### config.mk
export PLATFORM = sky130hd
export DESIGN_NAME = coil_pulse_tick_sequencer_top
export DESIGN_NICKNAME = d
export VERILOG_FILES = /design/src/sv/cpts_pkg.sv /design/src/sv/cpts_coil.sv /design/src/sv/coil_pulse_tick_sequencer_top.sv
export SDC_FILE = /design/constraint.sdc
export NUM_CORES = 1
export LEC_CHECK = 0
export ABC_AREA = 1
export BUFFER_PORTS_ARGS = -buffer_cell sky130_fd_sc_hd__buf_2
export CAP_MARGIN = 20
export CORE_AREA = 8 8 219 221
export DETAILED_ROUTE_END_ITERATION = 10
export DIE_AREA = 0 0 227 229
export PLACE_DENSITY = 0.6
export SYNTH_ARGS = -nofsm -noshare
export SYNTH_HDL_FRONTEND = slang
export SYNTH_SLANG_ARGS = --single-unit
### constraint.sdc
create_clock -name i_clk -period 8.94 [get_ports i_clk]
set_input_delay 0.447 -clock i_clk [delete_from_list [all_inputs] [get_ports i_clk]]
set_output_delay 0.447 -clock i_clk [all_outputs]
set_load 0.03 [all_outputs]
### src/sv/cpts_pkg.sv
package cpts_pkg;

    localparam int SEQ_W      = 16;
    localparam int SHOT_W     = 21;
    localparam int TICK_W     = 32;
    localparam int RATE_W     = 16;
    localparam int WIN_W      = 10;
    localparam int PULSE_W    = 4;
    localparam int BUZ_W      = 16;
    localparam int CFG_IDX_W  = 2;
    localparam int CFG_DATA_W = 21;
    localparam int IN_DATA_W  = 24;
    localparam int OUT_DATA_W = 128;

    localparam logic [SEQ_W-1:0]  AUX_ON_COUNT  = 16'd1;
    localparam logic [SEQ_W-1:0]  AUX_OFF_COUNT = 16'd6;
    localparam logic [SEQ_W-1:0]  MAIN_ON_COUNT = 16'd23;
    localparam logic [WIN_W-1:0]  WINDOW_LAST   = 10'd1000;
    localparam logic [SHOT_W-1:0] LIFETIME_MAX  = 21'd2000000;
    localparam logic [RATE_W-1:0] RATE_MAX      = 16'hffff;

    localparam logic [SEQ_W-1:0]  MAIN_ON_TIME_RST = 16'd10;
    localparam logic [SEQ_W-1:0]  CYCLE_LEN_RST    = 16'd1000;
    localparam logic [SHOT_W-1:0] SHOT_LIMIT_RST   = 21'd2000000;

    localparam logic [CFG_IDX_W-1:0] CFG_MAIN_ON_TIME = 2'd0;
    localparam logic [CFG_IDX_W-1:0] CFG_CYCLE_LENGTH = 2'd1;
    localparam logic [CFG_IDX_W-1:0] CFG_SHOT_LIMIT   = 2'd2;

    typedef struct packed {
        logic              aux_coil;
        logic              main_coil;
        logic [SHOT_W-1:0] shot_count;
        logic [SHOT_W-1:0] lifetime_shots;
        logic [TICK_W-1:0] work_ticks;
    } t_coil_stat;

endpackage

### src/sv/cpts_coil.sv
module cpts_coil
    import cpts_pkg::*;
(
    input  logic              i_clk,
    input  logic              i_rst_n,
    input  logic              i_step,
    input  logic              i_work_enable,
    input  logic [SEQ_W-1:0]  i_main_on_time,
    input  logic [SEQ_W-1:0]  i_cycle_length,
    input  logic [SHOT_W-1:0] i_shot_limit,
    output t_coil_stat        o_next
);

    logic [SEQ_W-1:0]  r_seq_cnt, n_seq_cnt;
    logic              r_aux, n_aux;
    logic              r_main, n_main;
    logic [TICK_W-1:0] r_work_ticks, n_work_ticks;
    logic [SHOT_W-1:0] r_shots, n_shots;
    logic [SHOT_W-1:0] r_total, n_total;
    logic [SEQ_W-1:0]  cnt_inc;
    logic [SEQ_W:0]    main_off_cnt;

    assign cnt_inc      = r_seq_cnt + 16'd1;
    assign main_off_cnt = {1'b0, i_main_on_time} + {1'b0, MAIN_ON_COUNT};

    always_comb begin
        n_seq_cnt    = r_seq_cnt;
        n_aux        = r_aux;
        n_main       = r_main;
        n_work_ticks = r_work_ticks;
        n_shots      = r_shots;
        n_total      = r_total;
        if (i_work_enable) begin
            n_work_ticks = r_work_ticks + 32'd1;
            n_seq_cnt    = cnt_inc;
            if (cnt_inc == AUX_ON_COUNT) begin
                n_aux = 1'b1;
            end else if (cnt_inc == AUX_OFF_COUNT) begin
                n_aux = 1'b0;
            end else if (cnt_inc == MAIN_ON_COUNT) begin
                n_main = 1'b1;
            end else if ({1'b0, cnt_inc} == main_off_cnt) begin
                n_main = 1'b0;
                if (r_shots < i_shot_limit) begin
                    n_shots = r_shots + 21'd1;
                end
                if (r_total < LIFETIME_MAX) begin
                    n_total = r_total + 21'd1;
                end
            end else if (cnt_inc >= i_cycle_length) begin
                n_seq_cnt = '0;
            end
        end
    end

    always_ff @(posedge i_clk) begin
        if (!i_rst_n) begin
            r_seq_cnt    <= '0;
            r_aux        <= 1'b0;
            r_main       <= 1'b0;
            r_work_ticks <= '0;
            r_shots      <= '0;
            r_total      <= '0;
        end else if (i_step) begin
            r_seq_cnt    <= n_seq_cnt;
            r_aux        <= n_aux;
            r_main       <= n_main;
            r_work_ticks <= n_work_ticks;
            r_shots      <= n_shots;
            r_total      <= n_total;
        end
    end

    always_comb begin
        o_next.aux_coil       = n_aux;
        o_next.main_coil      = n_main;
        o_next.shot_count     = n_shots;
        o_next.lifetime_shots = n_total;
        o_next.work_ticks     = n_work_ticks;
    end

`ifndef SYNTHESIS
    a_hold_idle: assert property (@(posedge i_clk) disable iff (!i_rst_n)
        !i_step |=> $stable(r_seq_cnt) && $stable(r_work_ticks) && $stable(r_shots))
        else $error("coil state changed without a step");

    a_total_max: assert property (@(posedge i_clk) disable iff (!i_rst_n)
        r_total <= LIFETIME_MAX)
        else $error("lifetime shots above limit");

    a_total_mono: assert property (@(posedge i_clk) disable iff (!i_rst_n)
        i_step |=> r_total >= $past(r_total) && r_shots >= $past(r_shots))
        else $error("shot counter decreased");

    a_main_on: assert property (@(posedge i_clk) disable iff (!i_rst_n)
        $rose(r_main) |-> r_seq_cnt == MAIN_ON_COUNT)
        else $error("main coil switched on off its count");

    a_shot_with_off: assert property (@(posedge i_clk) disable iff (!i_rst_n)
        i_step && !i_work_enable |=> $stable(r_aux) && $stable(r_main))
        else $error("coil level changed while work disabled");
`endif

endmodule

### src/sv/coil_pulse_tick_sequencer_top.sv
// Coil pulse tick sequencer.
// Input stream: one transaction per 1 ms tick, carrying the work enable,
// the flow pulse count and an optional buzzer load. Each tick gives exactly
// one output transaction with the coil and buzzer levels, the latched flow
// rate, the shot counters and the work and system tick counters, all taken
// after the tick is applied.
// Config channel: index 0 main_on_time, 1 cycle_length, 2 shot_limit; writes
// are always taken and only expected while the stream is idle.
// Pipeline: an accepted tick is held in the input register and is
// applied as it moves into the output register, which drives its result
// onto the output. Throughput: one tick per cycle while the receiver does
// not stall, set by the single input and output register pair; all counter
// updates are combinational between the two registers.
// When the receiver stalls the output register holds, the input register
// fills, and s_axis_tready drops until the output transaction completes.
// Reset (synchronous, active low) clears all counters and levels, empties
// both registers and restores the config defaults.
module coil_pulse_tick_sequencer_top
    import cpts_pkg::*;
(
    input  logic                  i_clk,
    input  logic                  i_rst_n,
    input  logic                  i_s_axis_tvalid,
    output logic                  o_s_axis_tready,
    // [0] work_enable, [4:1] flow_pulses, [20:5] buzzer_load, [23:21] zero
    input  logic [IN_DATA_W-1:0]  i_s_axis_tdata,
    output logic                  o_m_axis_tvalid,
    input  logic                  i_m_axis_tready,
    // [0] aux_coil, [1] main_coil, [2] buzzer, [18:3] flow_rate,
    // [39:19] shot_count, [60:40] lifetime_shots, [92:61] work_ticks,
    // [124:93] tick_count, [127:125] zero
    output logic [OUT_DATA_W-1:0] o_m_axis_tdata,
    input  logic                  i_cfg_valid,
    output logic                  o_cfg_ready,
    input  logic [CFG_IDX_W-1:0]  i_cfg_index,
    input  logic [CFG_DATA_W-1:0] i_cfg_data
);

    logic [SEQ_W-1:0]      r_main_on_time;
    logic [SEQ_W-1:0]      r_cycle_length;
    logic [SHOT_W-1:0]     r_shot_limit;

    logic                  r_in_valid;
    logic                  r_in_enable;
    logic [PULSE_W-1:0]    r_in_pulses;
    logic [BUZ_W-1:0]      r_in_load;

    logic                  r_out_valid;
    logic [OUT_DATA_W-1:0] r_out_data;

    logic [TICK_W-1:0]     r_sys_ticks, n_sys_ticks;
    logic [BUZ_W-1:0]      r_buz_rem, n_buz_rem;
    logic                  r_buz_lvl, n_buz_lvl;
    logic [WIN_W-1:0]      r_win_ticks, n_win_ticks;
    logic [RATE_W-1:0]     r_win_pulses, n_win_pulses;
    logic [RATE_W-1:0]     r_rate, n_rate;

    logic                  advance;
    logic [BUZ_W-1:0]      buz_loaded;
    logic [RATE_W:0]       pulse_sum;
    logic [RATE_W-1:0]     pulse_sat;
    t_coil_stat            coil_next;

    assign advance         = r_in_valid && (!r_out_valid || i_m_axis_tready);
    assign o_s_axis_tready = !r_in_valid || advance;
    assign o_cfg_ready     = 1'b1;
    assign o_m_axis_tvalid = r_out_valid;
    assign o_m_axis_tdata  = r_out_data;

    always_ff @(posedge i_clk) begin
        if (!i_rst_n) begin
            r_main_on_time <= MAIN_ON_TIME_RST;
            r_cycle_length <= CYCLE_LEN_RST;
            r_shot_limit   <= SHOT_LIMIT_RST;
        end else if (i_cfg_valid) begin
            case (i_cfg_index)
                CFG_MAIN_ON_TIME: r_main_on_time <= i_cfg_data[SEQ_W-1:0];
                CFG_CYCLE_LENGTH: r_cycle_length <= i_cfg_data[SEQ_W-1:0];
                CFG_SHOT_LIMIT:   r_shot_limit   <= i_cfg_data[SHOT_W-1:0];
                default: begin
                end
            endcase
        end
    end

    always_ff @(posedge i_clk) begin
        if (!i_rst_n) begin
            r_in_valid <= 1'b0;
        end else if (o_s_axis_tready) begin
            r_in_valid <= i_s_axis_tvalid;
        end
    end

    always_ff @(posedge i_clk) begin
        if (o_s_axis_tready && i_s_axis_tvalid) begin
            r_in_enable <= i_s_axis_tdata[0];
            r_in_pulses <= i_s_axis_tdata[4:1];
            r_in_load   <= i_s_axis_tdata[20:5];
        end
    end

    always_comb begin
        n_sys_ticks = r_sys_ticks + 32'd1;

        buz_loaded = (r_in_load != '0) ? r_in_load : r_buz_rem;
        n_buz_lvl  = (r_in_load != '0) ? 1'b1 : r_buz_lvl;
        n_buz_rem  = buz_loaded;
        if (buz_loaded != '0) begin
            n_buz_rem = buz_loaded - 16'd1;
            if (n_buz_rem == '0) begin
                n_buz_lvl = 1'b0;
            end
        end

        pulse_sum = {1'b0, r_win_pulses} + {{(RATE_W+1-PULSE_W){1'b0}}, r_in_pulses};
        pulse_sat = pulse_sum[RATE_W] ? RATE_MAX : pulse_sum[RATE_W-1:0];
        if (r_win_ticks >= WINDOW_LAST) begin
            n_win_ticks  = '0;
            n_rate       = pulse_sat;
            n_win_pulses = '0;
        end else begin
            n_win_ticks  = r_win_ticks + 10'd1;
            n_rate       = r_rate;
            n_win_pulses = pulse_sat;
        end
    end

    always_ff @(posedge i_clk) begin
        if (!i_rst_n) begin
            r_sys_ticks  <= '0;
            r_buz_rem    <= '0;
            r_buz_lvl    <= 1'b0;
            r_win_ticks  <= '0;
            r_win_pulses <= '0;
            r_rate       <= '0;
        end else if (advance) begin
            r_sys_ticks  <= n_sys_ticks;
            r_buz_rem    <= n_buz_rem;
            r_buz_lvl    <= n_buz_lvl;
            r_win_ticks  <= n_win_ticks;
            r_win_pulses <= n_win_pulses;
            r_rate       <= n_rate;
        end
    end

    cpts_coil u_coil (
        .i_clk          (i_clk),
        .i_rst_n        (i_rst_n),
        .i_step         (advance),
        .i_work_enable  (r_in_enable),
        .i_main_on_time (r_main_on_time),
        .i_cycle_length (r_cycle_length),
        .i_shot_limit   (r_shot_limit),
        .o_next         (coil_next)
    );

    always_ff @(posedge i_clk) begin
        if (!i_rst_n) begin
            r_out_valid <= 1'b0;
        end else if (advance) begin
            r_out_valid <= 1'b1;
        end else if (i_m_axis_tready) begin
            r_out_valid <= 1'b0;
        end
    end

    always_ff @(posedge i_clk) begin
        if (advance) begin
            r_out_data <= {3'b000, n_sys_ticks, coil_next.work_ticks,
                           coil_next.lifetime_shots, coil_next.shot_count,
                           n_rate, n_buz_lvl, coil_next.main_coil,
                           coil_next.aux_coil};
        end
    end

endmodule
==> impl_metrics.sql, run 1 <==
INSERT INTO impl_metrics (metric_group, metric, value, unit) VALUES
('status', 'status', 'completed', ''),
('placement', 'place_worst_setup_slack', '5.53', 'ns'),
('critical_path', 'critical_path.endpoint_type', 'flip-flop', ''),
('placement', 'port-buffer-count', '175', ''),
('clock_network', 'clock_tree.buffer_depth', '3', ''),
('clock_network', 'tritoncts', 'built', ''),
('routing', 'route.final.wire_length', '51.2', 'mm'),
('synthesis', 'mapped_cells', '2588', ''),
('synthesis', 'synth_flop_cell', 'sky130_fd_sc_hd__dfxtp_1', ''),
('synthesis', 'synth_edf_count', '146', ''),
('floorplanning', 'placement_rows', '78', ''),
('synthesis', 'postSynthRegisterBits', '384', ''),
('pwr', 'power_density', '188', 'nW/um^2'),
('final_layout', 'drive_above_1_share', '11.9', '%'),
('routing', 'drt.antenna.violating_nets', '0', ''),
('sta', 'max_freq', '295', 'MHz'),
('placement', 'detailed_place_hpwl', '36.3', 'mm'),
('critical_path', 'r2r_cells', '18', ''),
('min_path', 'timing.hold.worst.class', 'in -> reg', ''),
('sta', 'grt_setup_unrepaired', 'false', ''),
('sta', 'finalMaxSlewViolations', '0', ''),
('floorplanning', 'io-pin-count', '183', ''),
('clock_network', 'htreeDepth', '2', ''),
('floorplanning', 'initial_core_util', '44.2', '%'),
('global_routing', 'grt_pass1_vias', '16200', ''),
('synthesis', 'seq_area_frac_synth', '46.3', '%'),
('critical_path', 'worstPathArrival', '3.73', 'ns'),
('min_path', 'hold_path.startpoint', 'i_s_axis_tdata[4]', ''),
('global_routing', 'grt_max_degree', '120', ''),
('sta', 'max_slew_margin', '32.5', '%'),
('pwr', 'power_leakage', '9.93', 'nW'),
('sta', 'timing.final.hold_violations', '0', ''),
('clock_network', 'cts_resized', '0', ''),
('floorplanning', 'die_footprint', '52000', 'sq um'),
('routing', 'drt_pre_antenna_iters', '8', ''),
('critical_path', 'timing.rr.end', 'o_m_axis_tdata[41]$_DFFE_PP_', ''),
('global_routing', 'grt_pass1_wl', '82.6', 'mm'),
('sta', 'min_period', '3.39', 'ns'),
('synthesis', 'syn_avg_cell_area', '7.63', 'sq um'),
('synthesis', 'synth_most_common_cell', 'sky130_fd_sc_hd__nand2_1', ''),
('synthesis', 'post-synth-top-area-fraction', '24.1', '%'),
('synthesis', 'yosys_warnings', '0', ''),
('placement', 'routabilityCongestion', '0.868', ''),
('clock_network', 'clk_transition_reported_paths', '0.06', 'ns'),
('clock_network', 'clk_root_buffer_cell', 'sky130_fd_sc_hd__clkbuf_16', ''),
('flow_run', 'max_cap_viol_count', '0', ''),
('sta', 'final.setup_skew', '0.0293', 'ns'),
('final_layout', 'layout.nets', '2837', ''),
('critical_path', 'timing.critical_path.fanout_max', '24', ''),
('clock_network', 'clk_latency', '0.58', 'ns'),
('critical_path', 'regToRegStartpoint', 'u_coil.r_seq_cnt[0]$_SDFFE_PN0P_', ''),
('sta', 'post-route-period-util', '37.9', '%'),
('clock_network', 'cts_post_setup_buffers_inserted', '0', ''),
('global_routing', 'grt_antenna_before_repair', '0', ''),
('critical_path', 'worstSetupStartpointType', 'flip-flop', ''),
('final_layout', 'synthToLayoutAreaGrowth', '14.4', '%'),
('synthesis', 'post_synth_most_frequent_cells', 'sky130_fd_sc_hd__nand2_1, sky130_fd_sc_hd__inv_1, sky130_fd_sc_hd__dfxtp_1', ''),
('routing', 'drt-vias-per-instance', '5.08', ''),
('sta', 'final-setup-viol-count', '0', ''),
('final_layout', 'diodes', '0', ''),
('min_path', 'hold_path_end', 'r_in_pulses[3]$_DFFE_PP_', ''),
('critical_path', 'critPathKind', 'reg -> reg', ''),
('routing', 'drt_iter0_markers', '1138', ''),
('sta', 'worst_slew_pin_slew', '1.01', 'ns'),
('global_routing', 'global_route_usage_over_all_layers', '19.3', '%'),
('global_routing', 'gr-total-overflow', '0', ''),
('synthesis', 'yosys-top-cells-area', 'sky130_fd_sc_hd__dfxtp_1, sky130_fd_sc_hd__edfxtp_1, sky130_fd_sc_hd__nand2_1', ''),
('floorplanning', 'die_w', '227', 'um'),
('routing', 'route.vias.total', '17100', ''),
('floorplanning', 'core', '44700', 'sq um'),
('critical_path', 'required', '9.28', 'ns');
## state kept, by name (all words and copies together) (netlist names)
register / cells
o_m_axis_tdata: 125
o_m_axis_tvalid: 1
r_buz_lvl: 1
r_buz_rem: 16
r_cycle_length: 16
r_in_enable: 1
r_in_load: 16
r_in_pulses: 4
r_in_valid: 1
r_main_on_time: 16
r_rate: 16
r_shot_limit: 21
r_sys_ticks: 32
r_win_pulses: 16
r_win_ticks: 10
u_coil.r_aux: 1
u_coil.r_main: 1
u_coil.r_seq_cnt: 16
u_coil.r_shots: 21
u_coil.r_total: 21
u_coil.r_work_ticks: 32
## area by class of cell
class / instances / share of cell area [%]
timing repair buffer: 188 / 4.49
tap: 600 / 3.32
multi-input combinational: 1701 / 38.3
inverter: 414 / 6.92
clock inverter: 30 / 1.56
clock buffer: 49 / 4.91
sequential: 384 / 40.5
## metrics by stage
step / hold slack (ns) / power [W] / utilization [%] / cell area [sq um] / cells
after floorplan: 0.429 / 0.00231 / - / 19800 / 2590
after global placement: 0.441 / 0.00243 / 47.1 / 21100 / 3284
after detailed placement: 0.446 / 0.00244 / 47.2 / 21100 / 3286
after CTS: 0.00300 / 0.00429 / 50.5 / 22600 / 3365
after global routing: 0.0135 / 0.00442 / 50.5 / 22600 / 3366
final: 0.0386 / 0.00425 / 50.5 / 22600 / 3366
## layout by cell type (no fill, tap or decap), types with 48 or more instances in the layout
| cell type | Yosys | final |
|---|---|---|
| sky130_fd_sc_hd__nand4_1 | 79 | 79 |
| sky130_fd_sc_hd__nand3_1 | 177 | 177 |
| sky130_fd_sc_hd__nand2_1 | 535 | 534 |
| sky130_fd_sc_hd__o21ai_0 | 192 | 192 |
| sky130_fd_sc_hd__buf_2 | 8 | 175 |
| sky130_fd_sc_hd__ha_1 | 52 | 52 |
| sky130_fd_sc_hd__xor2_1 | 70 | 70 |
| sky130_fd_sc_hd__dfxtp_1 | 238 | 238 |
| sky130_fd_sc_hd__nor3_1 | 48 | 48 |
| sky130_fd_sc_hd__edfxtp_1 | 146 | 146 |
| sky130_fd_sc_hd__a21oi_1 | 203 | 203 |
| sky130_fd_sc_hd__inv_1 | 398 | 397 |
| sky130_fd_sc_hd__nor2_1 | 208 | 208 |
## kinds of logic after synthesis
logic type | after synthesis | synth area share (%)
DFF | 384 | 46.3
xor gates and xnor gates | 73 | 3.24
and+or+nand+nor | 1120 | 25.1
other | 2 | 0.0380
adders and majority gates | 53 | 3.40
buffers and inverters | 505 | 9.95
AOI/OAI and AO/OA | 451 | 11.9
## routing by layer
metal	share of wire (%)	GRT usage (%)	wire [um]
met3	5.5	3.69	2820
met4	3.0	6.24	1510
met1	46	25.5	23500
met2	46	31.6	23300
met5	0	0	0
## power breakdown
group,internal [W],switching (W)
clock,0.00110,0.000749
sequential,0.00191,0.0000634
combinational,0.000123,0.000303
total,0.00314,0.00112
## critical path: stages (launching register included)
cell and delay [ns]:
sky130_fd_sc_hd__dfxtp_1 0.44, sky130_fd_sc_hd__ha_1 0.23, sky130_fd_sc_hd__nand2_1 0.11, sky130_fd_sc_hd__nor2_4 0.20
sky130_fd_sc_hd__nand2_1 0.10, sky130_fd_sc_hd__nor2_1 0.09, sky130_fd_sc_hd__nand2_1 0.06, sky130_fd_sc_hd__nand2_2 0.14
sky130_fd_sc_hd__inv_2 0.06, sky130_fd_sc_hd__nand2_1 0.08, sky130_fd_sc_hd__nor2_2 0.07, sky130_fd_sc_hd__nand3_2 0.13
sky130_fd_sc_hd__nand2_1 0.09, sky130_fd_sc_hd__inv_2 0.14, sky130_fd_sc_hd__nand3_2 0.09, sky130_fd_sc_hd__nor2_4 0.50
sky130_fd_sc_hd__nand2_2 0.27, sky130_fd_sc_hd__o21ai_0 0.28, sky130_fd_sc_hd__inv_1 0.06
## worst max path at each step
stage | endpoint | cells after the start | from | slack [ns]
final | o_m_axis_tdata[41]$_DFFE_PP_ | 18 | u_coil.r_seq_cnt[0]$_SDFFE_PN0P_ | 5.55
after CTS | u_coil.r_total[0]$_SDFFE_PN0P_ | 20 | u_coil.r_seq_cnt[0]$_SDFFE_PN0P_ | 5.53
after global placement | o_m_axis_tdata[41]$_DFFE_PP_ | 18 | u_coil.r_seq_cnt[0]$_SDFFE_PN0P_ | 5.56
after detailed placement | o_m_axis_tdata[41]$_DFFE_PP_ | 18 | u_coil.r_seq_cnt[0]$_SDFFE_PN0P_ | 5.53
after floorplan | o_m_axis_tdata[0]$_DFFE_PP_ | 7 | i_m_axis_tready | 3.63
after global routing | o_m_axis_tdata[60]$_DFFE_PP_ | 16 | u_coil.r_seq_cnt[0]$_SDFFE_PN0P_ | 5.20
Note: power is estimated with default switching activity, not from simulation.
==> run 2, diff against run 1 <==
clock period = 3.3 ns   (was 8.94 ns; I/O delays follow)
==> impl_metrics.sql, run 2 (synthesis gave the netlist of run 1 again) <==
INSERT INTO impl_metrics (metric_group, metric, value, unit) VALUES
('status', 'status', 'completed', ''),
('routing', 'route.final.wire_length', '52.1', 'mm'),
('pwr', 'power_leakage', '10.2', 'nW'),
('clock_network', 'cts_made_buffers', '41', ''),
('final_layout', 'layout.cells.most_common', 'sky130_fd_sc_hd__nand2_1', ''),
('critical_path', 'r2r_slack', '0.32', 'ns'),
('final_layout', 'register_area', '9150', 'sq um'),
('critical_path', 'required', '3.60', 'ns'),
('pwr', 'vdd_ir_drop_max', '376', 'uV'),
('critical_path', 'timing.critical_path.fanout_max', '8', ''),
('final_layout', 'synthToLayoutAreaGrowth', '17.7', '%'),
('clock_network', 'clk_transition_reported_paths', '0.06', 'ns'),
('final_layout', 'most-common-layout-cells', 'sky130_fd_sc_hd__nand2_1, sky130_fd_sc_hd__inv_1, sky130_fd_sc_hd__dfxtp_1', ''),
('sta', 'min_period', '2.98', 'ns'),
('flow_run', 'max_cap_viol_count', '0', ''),
('sta', 'worst_slew_pin_slew', '0.798', 'ns'),
('routing', 'wl_per_cell', '15.2', 'um'),
('min_path', 'hold_path.startpoint', 'i_cfg_index[0]', ''),
('clock_network', 'tritoncts', 'built', ''),
('routing', 'drt_iter0_markers', '1040', ''),
('floorplanning', 'initial_core_util', '44.2', '%'),
('final_layout', 'final_cell_area', '23200', 'sq um'),
('critical_path', 'r2r_cells', '16', ''),
('placement', 'routabilityCongestion', '0.914', ''),
('clock_network', 'clk_latency', '0.57', 'ns'),
('critical_path', 'timing.rr.end', 'o_m_axis_tdata[41]$_DFFE_PP_', ''),
('critical_path', 'critPathKind', 'reg -> reg', ''),
('routing', 'route.vias.total', '17400', ''),
('routing', 'drt.antenna.violating_nets', '0', ''),
('global_routing', 'grt_pass1_wl', '83.9', 'mm'),
('sta', 'timing.final.hold_violations', '0', ''),
('routing', 'total_drc_errors_in_the_routed_layout', '0', ''),
('global_routing', 'grt_max_degree', '130', ''),
('placement', 'post_dp_cell_area', '21300', 'sq um'),
('global_routing', 'global_route_usage_over_all_layers', '19.6', '%'),
('critical_path', 'critical-path-max-stage-delay', '0.43', 'ns'),
('placement', 'place_worst_setup_slack', '0.222', 'ns'),
('global_routing', 'grt_pass1_vias', '16600', ''),
('clock_network', 'clock_tree.buffer_depth', '3', ''),
('sta', 'finalMaxSlewViolations', '0', ''),
('critical_path', 'timing.critical_path.max_delay_family', 'simple AND/OR/NAND/NOR gates', ''),
('critical_path', 'timing.critical_path.cells', 'ha_1 -> nand2_1 -> nor2_4 -> nand3_1 -> nand2_1 -> nand2_1 -> inv_2 -> nand3_1 -> nand2_1 -> nand3_1 -> nor2_1 -> nand3_1 -> nor2_4 -> nand2_2 -> o21ai_0 -> inv_1', ''),
('critical_path', 'critical_path.endpoint_type', 'flip-flop', ''),
('sta', 'final-setup-viol-count', '0', ''),
('clock_network', 'htreeDepth', '2', ''),
('final_layout', 'layout.nets', '2905', ''),
('min_path', 'timing.hold.worst.class', 'in -> reg', ''),
('critical_path', 'regToRegStartpoint', 'u_coil.r_seq_cnt[0]$_SDFFE_PN0P_', ''),
('final_layout', 'drive_above_1_share', '12.4', '%'),
('global_routing', 'grt_antenna_before_repair', '1', ''),
('sta', 'hold_ws', '0.0848', 'ns'),
('critical_path', 'worstSetupStartpointType', 'flip-flop', ''),
('sta', 'max_freq', '336', 'MHz'),
('critical_path', 'cp_max_stage_cell', 'sky130_fd_sc_hd__dfxtp_1', ''),
('floorplanning', 'core', '44700', 'sq um'),
('floorplanning', 'die_height', '229', 'um'),
('global_routing', 'gr-total-overflow', '0', ''),
('min_path', 'hold_depth', '5', ''),
('min_path', 'hold_path_end', 'r_main_on_time[1]$_SDFFE_PN1P_', ''),
('placement', 'port-buffer-count', '175', ''),
('critical_path', 'worstPathArrival', '3.28', 'ns'),
('placement', 'detailed_place_hpwl', '37.2', 'mm'),
('final_layout', 'multi_input_comb_area', '8660', 'sq um'),
('routing', 'drt-vias-per-instance', '5.06', ''),
('floorplanning', 'die_footprint', '52000', 'sq um'),
('floorplanning', 'die_w', '227', 'um'),
('final_layout', 'largest_register_ffs', '125', ''),
('pwr', 'power_density', '495', 'nW/um^2'),
('sta', 'final.setup_skew', '0.0233', 'ns'),
('clock_network', 'clkSinkCount', '384', ''),
('sta', 'final.setup.worst_slack', '0.323', 'ns'),
('floorplanning', 'placement_rows', '78', ''),
('sta', 'post-route-period-util', '90.2', '%'),
('critical_path', 'critPathBufInv', '2', ''),
('floorplanning', 'io-pin-count', '183', ''),
('sta', 'max_slew_margin', '46.8', '%'),
('clock_network', 'clk_root_buffer_cell', 'sky130_fd_sc_hd__clkbuf_16', ''),
('final_layout', 'filler_cell_count', '4317', ''),
('routing', 'drt_pre_antenna_iters', '5', '');
## run 2: cell count changes in the layout (fill, tap and decap cells not counted), sizes merged
cell	before	now
clkbuf	49	53
inv	416	414
buf	188	212
diode	0	1
clkinvlp	2	0
dlygate4sd3	0	46
clkinv	19	15
## run 2: how the worst max path moves through the flow
stage | start | end | depth (start not counted)
5_1_grt | u_coil.r_seq_cnt[0]$_SDFFE_PN0P_ | o_m_axis_tdata[41]$_DFFE_PP_ | 16
6_report | u_coil.r_seq_cnt[0]$_SDFFE_PN0P_ | o_m_axis_tdata[41]$_DFFE_PP_ | 16
4_1_cts | u_coil.r_seq_cnt[0]$_SDFFE_PN0P_ | u_coil.r_shots[2]$_SDFFE_PN0P_ | 16
3_5_place_dp | u_coil.r_seq_cnt[0]$_SDFFE_PN0P_ | o_m_axis_tdata[41]$_DFFE_PP_ | 13
3_3_place_gp | u_coil.r_seq_cnt[0]$_SDFFE_PN0P_ | u_coil.r_shots[8]$_SDFFE_PN0P_ | 19
2_1_floorplan | o_m_axis_tvalid$_SDFFE_PN0P_ | o_m_axis_tdata[0]$_DFFE_PP_ | 6
## run 2: what timing repair did
item,in CTS,in global routing
endpoints found under the hold margin,75,0
buffers inserted,0,5
setup endpoints to repair,0,16
hold buffers,46,0
gates resized for setup,0,3
## run 2: through the flow
stage / total power [W] / setup TNS, ns / utilization, % / instances
after detailed placement: 0.00662 / 0 / 47.6 / 3306
final: 0.0115 / 0 / 52.0 / 3433
after floorplan: 0.00624 / 0 / - / 2590
after global placement: 0.00659 / 0 / 47.6 / 3306
after CTS: 0.0116 / 0 / 51.9 / 3427
after global routing: 0.0120 / -0.00382 / 52.0 / 3433
## run 2: power by group
part | leakage, nW | switching, W | internal, W
Combinational | 6.19 | 0.000835 | 0.000379
Sequential | 3.34 | 0.000170 | 0.00519
Clock | 0.710 | 0.00195 | 0.00299
## run 2: tightest hold or removal path, cell delays in order
cell	delay (ns)
sky130_fd_sc_hd__buf_2	0.09
sky130_fd_sc_hd__nor3_1	0.04
sky130_fd_sc_hd__buf_4	0.16
sky130_fd_sc_hd__nand2_1	0.06
sky130_fd_sc_hd__o211ai_1	0.07
## run 2: layout make-up
type / count / area share, %
tap: 600 / 3.23
clock inverter: 22 / 1.33
inverter: 414 / 6.73
antenna: 1 / 0.0108
sequential: 384 / 39.4
timing repair buffer: 258 / 7.16
clock buffer: 53 / 4.87
multi-input combinational: 1701 / 37.3
## run 2: metal layers
metal / wire length [um] / part of all wire (%) / vias up / GRT usage (%)
met1: 23700 / 45 / 7958 / 25.4
met2: 23900 / 46 / 430 / 32.3
met5: 0 / 0 / - / 0
met4: 1310 / 2.5 / 0 / 6.72
met3: 3210 / 6.2 / 90 / 4.05
li1: - / - / 8884 / -
==> run 3, diff against run 2 <==
MAX_ROUTING_LAYER = met4   (was unset)
==> impl_metrics.sql, run 3 (synthesis gave the netlist of run 1 again) <==
INSERT INTO impl_metrics (metric_group, metric, value, unit) VALUES
('routing', 'route.vias.total', '17300', ''),
('critical_path', 'critPathKind', 'reg -> reg', ''),
('critical_path', 'critPathBufInv', '2', ''),
('min_path', 'hold_path.startpoint', 'i_cfg_index[0]', ''),
('sta', 'final-setup-viol-count', '0', ''),
('sta', 'setup_total_negative_slack', '0', 'ns'),
('pwr', 'combPwrFrac', '10.7', '%'),
('final_layout', 'most-common-layout-cells', 'sky130_fd_sc_hd__nand2_1, sky130_fd_sc_hd__inv_1, sky130_fd_sc_hd__dfxtp_1', ''),
('final_layout', 'synthToLayoutAreaGrowth', '17.5', '%'),
('final_layout', 'layout.nets', '2909', ''),
('final_layout', 'filler_cell_count', '4351', ''),
('routing', 'total_drc_errors_in_the_routed_layout', '0', ''),
('routing', 'drt_iter0_markers', '1278', ''),
('min_path', 'hold_depth', '4', ''),
('sta', 'max_freq', '336', 'MHz'),
('final_layout', 'largest_register_ffs', '125', ''),
('placement', 'routabilityCongestion', '0.925', ''),
('placement', 'detailed_place_hpwl', '38.0', 'mm'),
('sta', 'min_period', '2.97', 'ns'),
('routing', 'wl_per_cell', '15.3', 'um'),
('critical_path', 'r2r_cells', '19', ''),
('clock_network', 'cts_made_buffers', '43', ''),
('floorplanning', 'io-pin-count', '183', ''),
('floorplanning', 'core', '44700', 'sq um'),
('min_path', 'hold_path_end', 'r_main_on_time[12]$_SDFFE_PN0P_', ''),
('pwr', 'cell_internal_pwr', '0.00835', 'W'),
('placement', 'port-buffer-count', '175', ''),
('sta', 'hold_ws', '0.0837', 'ns'),
('routing', 'drt-vias-per-instance', '5.04', ''),
('critical_path', 'critical_path.endpoint_type', 'flip-flop', ''),
('final_layout', 'drive_above_1_share', '12.4', '%'),
('pwr', 'vdd_ir_drop_max', '387', 'uV'),
('final_layout', 'layout.cells.most_common', 'sky130_fd_sc_hd__nand2_1', ''),
('routing', 'drt.antenna.violating_nets', '0', ''),
('pwr', 'power_density', '488', 'nW/um^2'),
('clock_network', 'clock_tree.buffer_depth', '3', ''),
('critical_path', 'timing.critical_path.cells', 'ha_1 -> nand2_1 -> nor2_4 -> nand2_1 -> nand2_1 -> nand2_1 -> nand2_1 -> nand2_1 -> nor2_2 -> nand3_1 -> nor2_4 -> nand3_4 -> buf_4 -> nor2_1 -> nand3_1 -> nand2_1 -> nand2_1 -> o21ai_0 -> inv_1', ''),
('routing', 'route.final.wire_length', '52.4', 'mm'),
('sta', 'finalMaxSlewViolations', '0', ''),
('final_layout', 'diodes', '0', ''),
('critical_path', 'timing.critical_path.max_delay_family', 'simple AND/OR/NAND/NOR gates', ''),
('critical_path', 'cp_max_stage_cell', 'sky130_fd_sc_hd__dfxtp_2', ''),
('floorplanning', 'die_footprint', '52000', 'sq um'),
('critical_path', 'regToRegStartpoint', 'u_coil.r_seq_cnt[0]$_SDFFE_PN0P_', ''),
('sta', 'max_slew_margin', '41.1', '%'),
('clock_network', 'tritoncts', 'built', ''),
('global_routing', 'grt_pass1_vias', '16500', ''),
('critical_path', 'required', '3.75', 'ns'),
('pwr', 'power.share.switching', '26.2', '%'),
('pwr', 'power_leakage', '10.2', 'nW'),
('sta', 'grt_setup_unrepaired', 'false', ''),
('sta', 'final.setup_skew', '0.0192', 'ns'),
('clock_network', 'clk_root_buffer_cell', 'sky130_fd_sc_hd__clkbuf_16', ''),
('sta', 'post-route-period-util', '90.1', '%'),
('pwr', 'net_load_switching_power', '0.00297', 'W'),
('pwr', 'clock_power_share', '42.0', '%'),
('sta', 'timing.final.hold_violations', '0', ''),
('sta', 'worst_slew_pin_slew', '0.876', 'ns'),
('clock_network', 'clk_transition_reported_paths', '0.06', 'ns'),
('critical_path', 'timing.critical_path.fanout_max', '9', ''),
('flow_run', 'max_cap_viol_count', '0', ''),
('floorplanning', 'initial_core_util', '44.2', '%'),
('global_routing', 'grt_pass1_wl', '85.0', 'mm'),
('global_routing', 'grt_antenna_before_repair', '0', ''),
('clock_network', 'clk_latency', '0.58', 'ns'),
('critical_path', 'timing.rr.end', 'u_coil.r_shots[2]$_SDFFE_PN0P_', ''),
('global_routing', 'global_route_usage_over_all_layers', '20.5', '%'),
('global_routing', 'grt_max_degree', '78', ''),
('status', 'status', 'completed', ''),
('routing', 'drt_pre_antenna_iters', '6', ''),
('floorplanning', 'die_w', '227', 'um'),
('clock_network', 'clkSinkCount', '384', ''),
('clock_network', 'htreeDepth', '2', ''),
('critical_path', 'worstSetupStartpointType', 'flip-flop', ''),
('floorplanning', 'placement_rows', '78', ''),
('floorplanning', 'die_height', '229', 'um'),
('critical_path', 'r2r_slack', '0.33', 'ns'),
('global_routing', 'gr-total-overflow', '0', ''),
('critical_path', 'worstPathArrival', '3.43', 'ns'),
('pwr', 'sequentialPowerShare', '47.3', '%'),
('min_path', 'timing.hold.worst.class', 'in -> reg', ''),
('critical_path', 'crit_path_frequent_cell', 'sky130_fd_sc_hd__nand2_1', ''),
('critical_path', 'critical-path-max-stage-delay', '0.38', 'ns');
-- run 3: final cells by class --
cell class / count / area, sq um / share of cell area, %
clock buffer: 58 / 1190 / 5.15
clock inverter: 21 / 200 / 0.863
inverter: 414 / 1560 / 6.74
multi-input combinational: 1701 / 8670 / 37.4
sequential: 384 / 9150 / 39.5
tap: 600 / 751 / 3.24
timing repair buffer: 260 / 1660 / 7.17
-- run 3: worst max-delay path by stage --
stage	start	end	slack, ns	depth (start not counted)
2_1_floorplan	o_m_axis_tvalid$_SDFFE_PN0P_	o_m_axis_tdata[0]$_DFFE_PP_	0.12	6
3_3_place_gp	u_coil.r_seq_cnt[0]$_SDFFE_PN0P_	u_coil.r_shots[8]$_SDFFE_PN0P_	0.24	16
3_5_place_dp	u_coil.r_seq_cnt[0]$_SDFFE_PN0P_	u_coil.r_shots[2]$_SDFFE_PN0P_	0.20	16
4_1_cts	u_coil.r_seq_cnt[0]$_SDFFE_PN0P_	u_coil.r_shots[2]$_SDFFE_PN0P_	0.18	16
5_1_grt	r_main_on_time[0]$_SDFFE_PN0P_	u_coil.r_shots[2]$_SDFFE_PN0P_	0.004	20
6_report	u_coil.r_seq_cnt[0]$_SDFFE_PN0P_	u_coil.r_shots[2]$_SDFFE_PN0P_	0.33	19
-- run 3: power by group through the flow --
stage               registers, W  logic (W)  clock network [W]
floorplan                0.00557   0.000674                  0
global placement         0.00545    0.00114                  0
detailed placement       0.00546    0.00117                  0
CTS                      0.00536    0.00121            0.00487
global route             0.00538    0.00136            0.00505
finish                   0.00536    0.00121            0.00475
-- run 3: timing repair --
item                                    in CTS  in global routing
hold endpoints to repair                    80                  0
hold buffers                                50                  0
gates resized for setup                      0                  8
endpoints found under the setup margin       0                 12
setup buffers                                0                  1
-- run 3: through the flow --
step / total power (W) / worst slack (ns) / utilization [%] / cells / cell area, sq um
after floorplan: 0.00624 / 0.116 / - / 2590 / 19800
after global placement: 0.00659 / 0.242 / 47.6 / 3308 / 21300
after detailed placement: 0.00662 / 0.204 / 47.6 / 3308 / 21300
after CTS: 0.0114 / 0.176 / 51.8 / 3437 / 23200
after global routing: 0.0118 / 0.00358 / 51.9 / 3438 / 23200
final: 0.0113 / 0.327 / 51.9 / 3438 / 23200
-- run 3: tightest hold or removal path, delay by kind of cell --
kind                   cells  cell delay [ns]
and+or+nand+nor            2             0.18
AOI/OAI and AO/OA          1             0.17
buffers and inverters      1             0.09
-- run 3: routing by layer --
layer	global-route usage [%]	part of all wire, %	routed length (um)
met1	26.7	46	24300
met2	31.8	45	23600
met4	6.48	3.0	1570
met3	3.92	5.6	2960
met5	-	0	0
